===== src/rtl/cbpg_pkg.sv =====
package cbpg_pkg;

    localparam int MAX_POINTS_DEF  = 64;
    localparam int COORD_BITS_DEF  = 16;
    localparam int T_FRAC_BITS_DEF = 16;
    localparam int CNT_W           = 7;

endpackage


===== src/rtl/cbpg_front.sv =====
// front end: takes a command, clamps the count and parks it in a small queue
module cbpg_front #(
    parameter int COORD_BITS = cbpg_pkg::COORD_BITS_DEF,
    parameter int MAX_POINTS = cbpg_pkg::MAX_POINTS_DEF,
    parameter int CW         = $clog2(MAX_POINTS + 1)
) (
    input  logic                         clk,
    input  logic                         rst_n,
    input  logic                         push,
    input  logic signed [COORD_BITS-1:0] cx_in [4],
    input  logic signed [COORD_BITS-1:0] cy_in [4],
    input  logic [cbpg_pkg::CNT_W-1:0]   cnt_in,
    output logic                         full,
    output logic                         avail,
    input  logic                         pop,
    output logic signed [COORD_BITS-1:0] cx_out [4],
    output logic signed [COORD_BITS-1:0] cy_out [4],
    output logic [CW-1:0]                cnt_out
);
    // two entry queue
    logic signed [COORD_BITS-1:0] qx_reg [2][4];
    logic signed [COORD_BITS-1:0] qy_reg [2][4];
    logic [CW-1:0] qn_reg [2];
    logic wp_reg, rp_reg;
    logic [1:0] fill_reg;
    logic [CW-1:0] clamped;

    always_comb
    begin
        if (cnt_in > cbpg_pkg::CNT_W'(MAX_POINTS))
            clamped = CW'(MAX_POINTS);
        else
            clamped = CW'(cnt_in);
    end

    assign full  = (fill_reg == 2'd2);
    assign avail = (fill_reg != 2'd0);
    assign cx_out  = qx_reg[rp_reg];
    assign cy_out  = qy_reg[rp_reg];
    assign cnt_out = qn_reg[rp_reg];

    always_ff @(posedge clk)
    begin
        if (push && clamped != '0)
        begin
            qx_reg[wp_reg] <= cx_in;
            qy_reg[wp_reg] <= cy_in;
            qn_reg[wp_reg] <= clamped;
        end
    end

    always_ff @(posedge clk or negedge rst_n)
    begin
        if (!rst_n)
        begin
            wp_reg   <= 1'b0;
            rp_reg   <= 1'b0;
            fill_reg <= 2'd0;
        end
        else
        begin
            // zero counts are dropped here
            if (push && clamped != '0)
                wp_reg <= ~wp_reg;
            if (pop)
                rp_reg <= ~rp_reg;
            fill_reg <= fill_reg + 2'(push && clamped != '0) - 2'(pop);
        end
    end
endmodule


===== config.mk =====
export PLATFORM = sky130hd
export DESIGN_NAME = cbpg_front
export DESIGN_NICKNAME = d
export VERILOG_FILES = /design/src/rtl/cbpg_pkg.sv /design/src/rtl/cbpg_front.sv
export SDC_FILE = /design/constraint.sdc
export NUM_CORES = 1
export LEC_CHECK = 0
export ABC_AREA = 1
export ABC_CLOCK_PERIOD_IN_PS = 9050
export BUFFER_PORTS_ARGS = -buffer_cell sky130_fd_sc_hd__clkbuf_2
export CAP_MARGIN = 5
export CORE_MARGIN = 2
export CORE_UTILIZATION = 52
export CTS_CLUSTER_DIAMETER = 150
export DETAILED_ROUTE_END_ITERATION = 12
export HOLD_SLACK_MARGIN = 0.03
export PLACE_DENSITY = 0.79
export SLEW_MARGIN = 30
export SYNTH_ARGS = -nofsm -noshare
export SYNTH_HDL_FRONTEND = slang
export SYNTH_SLANG_ARGS = --single-unit

===== constraint.sdc =====
create_clock -name clk -period 9.05 [get_ports clk]
set_clock_uncertainty 0.2 [all_clocks]
set_input_delay 0.905 -clock clk [delete_from_list [all_inputs] [get_ports clk]]
set_output_delay 0.905 -clock clk [all_outputs]
set_load 0.01 [all_outputs]

* Word level (Yosys, flattened, before mapping) *
Memory sizes are Yosys's and may differ from the RTL's.
Cells that the tools add are included.

storage, ports and cells
  register bits after elaboration = 4
  RAM bits = 270
  bits in latches = 0
  memory bits (read-only) = 0
  memories kept = 3
  input bits = 139
  logic and storage cells = 18
  output and inout bits = 137

cells by class
  order comparisons = 1
  reduce and logical (&&, ||, !) cells = 3
  shifts and indexed selects = 0
  bitwise logic cells = 2
  divide/modulo/power cells = 0
  muxes and demuxes = 3
  add/sub/neg operators = 2
  eq/ne operators = 1
  multiply operators = 0

memories
  name    words  width  rd ports  clocked after Yosys merged registers in  wr ports  line              RTL
  qx_reg  2      64     1         0                                        1         cbpg_front.sv:21  logic signed [COORD_BITS-1:0] qx_reg [2][4];
  qy_reg  2      64     1         0                                        1         cbpg_front.sv:22  logic signed [COORD_BITS-1:0] qy_reg [2][4];
  qn_reg  2      7      1         0                                        1         cbpg_front.sv:23  logic [CW-1:0] qn_reg [2];

operator list
  operator                                              number
  7-bit greater-than comparator, second input constant  1
  7-bit two-way mux                                     1
  7-bit nonzero test                                    1
  2-bit by 1-bit adder with 2-bit output                1
  2-bit == test, second input constant                  1
  1-bit two-way mux                                     2
  1-bit inverter                                        2
  2-bit nonzero test                                    1
  2-bit by 1-bit subtractor with 2-bit output           1
  1-bit logical AND                                     1

* Longest topological paths before layout *
  depth in word-level cells = 6
  gate-level depth with buffers = 7

* Least setup slack after synthesis *
Ideal clock, no wire load.

  path kind = input port to flip-flop
  start point = input port cnt_in[4] in the netlist's numbering
  end point = memory qn_reg[1][0] in the netlist's numbering (enable)
  required time = 8219 ps
  setup time = 631 ps
  arrival time = 6743 ps
  setup slack = 1476 ps
  cell stages on the path = 4
  cell sequence = nor2_1 -> nand4_1 -> nand2_1 -> nor2_1

on the way
  cells in the longest elaborated chain, start to end = 6

RTL lines
  element                                      line              RTL
  start, declared                              cbpg_front.sv:12  input logic [cbpg_pkg::CNT_W-1:0] cnt_in,
  7-bit greater-than comparator                cbpg_front.sv:30  if (cnt_in > cbpg_pkg::CNT_W'(MAX_POINTS))
  7-bit two-way mux (*)                        cbpg_front.sv:30
  7-bit nonzero test (*)                       cbpg_front.sv:44  if (push && clamped != '0)
  1-bit logical AND (*)                        cbpg_front.sv:44
  1-bit two-way mux (*)                        cbpg_front.sv:44
  1-bit two-way mux (not written as such) (*)  cbpg_front.sv:48  qn_reg[wp_reg] <= clamped;
  end, declared                                cbpg_front.sv:23

Mark *: on every way between the ends. The rest lies on a longest branch, timed or not.

==> run metrics <==
# DRC=0; Leak=0.00498 uW; metal1 wirelength=7160 um; startpoint types=flip-flop; Clk network pwr share=between 20% and 30%; starting density of the core=between 50 and 60%; Port Buf Inserts=approximately 280; grt ovf=0; final hold vios=0; HP Class=reg2reg; gr usage total=a little under a fifth; core box area=19300 um2; dpl ws=between 5000 and 6000 ps; DRT Wirelength=roughly 19000 um; yosys warns=0; gpl congestion=0.819; proportion of layout cells with a drive suffix above 1=58.8%; nets@finish=~900; top sig layer=met4; Mapped Nets=between 600 and 700; Layout Utilization=65.4%; Seq pwr share=around 47%; cell row count=between 50 and 60; Crit. End Element=output pin; post-route minimum period=4130 ps; largest net degree at the start of global routing=83; H-tree depth=1; PwrDens=between 200 and 300 nW/um2; Layout area overhead=24.3%; max capacitance violation total=0; Hold Startpoint=wp_reg; router iterations before antenna repair=4; Crit. Startpoint=rp_reg; register clock-pin slew on the reported worst setup and hold paths=about 60 ps; crit path kind=reg2out; Boundary Pins=about 280; Root Driver=clkbuf_16; switching part of the total=a little over a quarter; initial antenna violation count=0; Setup Viol. Count Final=0; Syn Inst Count=about 460; n_diodes=0; unrepaired setup endpoints after global routing=no; CTS Sinks=274; met2 WL=9890 um; R2R Path Start=wp_reg; Net Sw Power=922 uW; Antenna Nets Post-Route=0; die height=~140 um; Worst Tran Pin Value=approximately 980 ps; worst path arrival time=approximately 3000 ps; Post-Syn Area=between 10000 and 15000 um2; final worst slack=between 4000 and 5000 ps; Seq/Total Area, Yosys=between 80 and 90%; Die Area=approximately 21000 um2; vias in the first global route=about 5600; post-DP HPWL=between 10000 and 15000 um; internal power=around 2500 uW; total CTS buffers=27; DRT iter0 DRCs=200; Yosys reg bits=between 200 and 300; fin. max-slew vios=0; die width=between 100 and 150 um; Logic pwr share=around a quarter; cts repair resizes=0; DR WL met3=1820 um; FMAX=242 MHz; Wirelength per Cell=18.8 um; DR vias=approximately 5200; later-pin clock latency in the skew report=510 ps; Longest Clk Path Bufs=3; area of the multi-input gates=1810 um2; Slew headroom=a little over a third; Sequential Area=about 8200 um2; via/cell ratio=approximately 5.0; count of cell types in the netlist=16; CTS tree=done; setup TNS=0 ps; first-pass GRT wire length=between 20000 and 30000 um; WP data required=around 8000 ps; CP Max Fanout=between 50 and 60; status=finished clean; Peak VDD IR=0.198 mV; final worst path period share=45.6%; fillcell total=1337; Synth Area per Inst=between 20 and 25 um2
## kinds of logic (layout without fill, tap and decap cells)
| group | count (synthesis) | in the layout | share of synthesized area, % |
|---|---|---|---|
| adder cells (fa/ha/maj) | 2 | 2 | 0.246 |
| buffers and inverters | 28 | 341 | 1.59 |
| AND/OR/NAND/NOR | 19 | 19 | 0.775 |
| multiplexers | 135 | 135 | 16.4 |
| flip-flops | 274 | 274 | 80.7 |
| XOR/XNOR | 3 | 3 | 0.258 |
## per-stage QoR
stage | hold WS [ps] | std cells | total power, uW | cell area (um2)
detailed placement | 290 | 991 | 2500 | 11900
global route | 345 | 1039 | 3590 | 12600
finish | 302 | 1039 | 3430 | 12600
global placement | 255 | 989 | 2460 | 11800
floorplan | 242 | 461 | 2200 | 10200
CTS | 307 | 1039 | 3470 | 12600
## layout make-up
class	count	share of cell area, %
Inverter	12	0.396
Clock buffer	30	5.43
Multi-Input combinational cell	159	14.3
Sequential cell	274	64.9
Timing Repair Buffer	282	11.7
Tap cell	265	2.62
Clock inverter	17	0.633
## power by group through the flow
stage / sequential (uW) / combinational (uW) / clock, uW
2_1_floorplan: 1570 / 622 / 0
3_3_place_gp: 1630 / 836 / 0
3_5_place_dp: 1630 / 866 / 0
4_1_cts: 1610 / 870 / 995
5_1_grt: 1620 / 923 / 1050
6_report: 1600 / 855 / 972
## cell usage after synthesis
| library cell | number | area, um2 |
|---|---|---|
| xor2_1 | 1 | 8.76 |
| nand2_1 | 4 | 15.0 |
| buf_2 | 9 | 45.0 |
| buf_6 | 6 | 67.6 |
| edfxtp_1 | 270 | 8110 |
| nand3_1 | 2 | 10.0 |
| xnor2_1 | 2 | 17.5 |
| nor2_1 | 11 | 41.3 |
| ha_1 | 2 | 25.0 |
| or2_2 | 1 | 6.26 |
| mux2_2 | 95 | 1070 |
| dfrtp_1 | 4 | 100 |
| inv_1 | 12 | 45.0 |
| mux2_4 | 40 | 601 |
| clkbuf_1 | 1 | 3.75 |
| nand4_1 | 1 | 6.26 |
## worst paths after layout
path | end | slack (ps) | cells after the start
worst max-delay path | cx_out[4] | 4920 | 4
worst min-delay path | wp_reg | 300 | 2
worst max register to register | qy_reg[0][51] | 6590 | 4
worst min register to register | wp_reg | 300 | 2
max in group asynchronous | rp_reg | 7990 | 2
min in group asynchronous | fill_reg[1] | 510 | 2
## critical path, stage by stage, from the launching register on
cell	delay, ps
dfrtp_4	1030
buf_4	510
buf_16	300
mux2_2	390
clkbuf_2	140
## layout by cell type (no fill, tap or decap)
cell type / n
xnor2_1: 2
clkinv_2: 6
nor2_4: 1
clkinv_4: 1
buf_4: 3
nand4_1: 1
buf_16: 2
nand3_1: 2
clkbuf_2: 275
nand2_1: 4
dfrtp_4: 1
nor2_1: 10
clkinvlp_4: 1
ha_1: 2
mux2_2: 95
xor2_1: 1
edfxtp_1: 270
clkbuf_1: 3
or2_2: 1
mux2_4: 40
dfrtp_1: 3
inv_1: 11
clkinv_1: 9
dlygate4sd3_1: 1
inv_6: 1
clkbuf_16: 27
buf_6: 1
## per-layer routing
metal	vias to the layer above	global-route usage [%]
met1	2566	21.2
met3	42	6.83
met5	-	0
met4	0	6.60
met2	229	31.2
li1	2398	-
## repair_timing
action / 4_1_cts / 5_1_grt
hold buffers: 1 / 0
setup buffers: 0 / 0
hold endpoints to repair: 4 / 0
(Power assumes the default switching activity.)
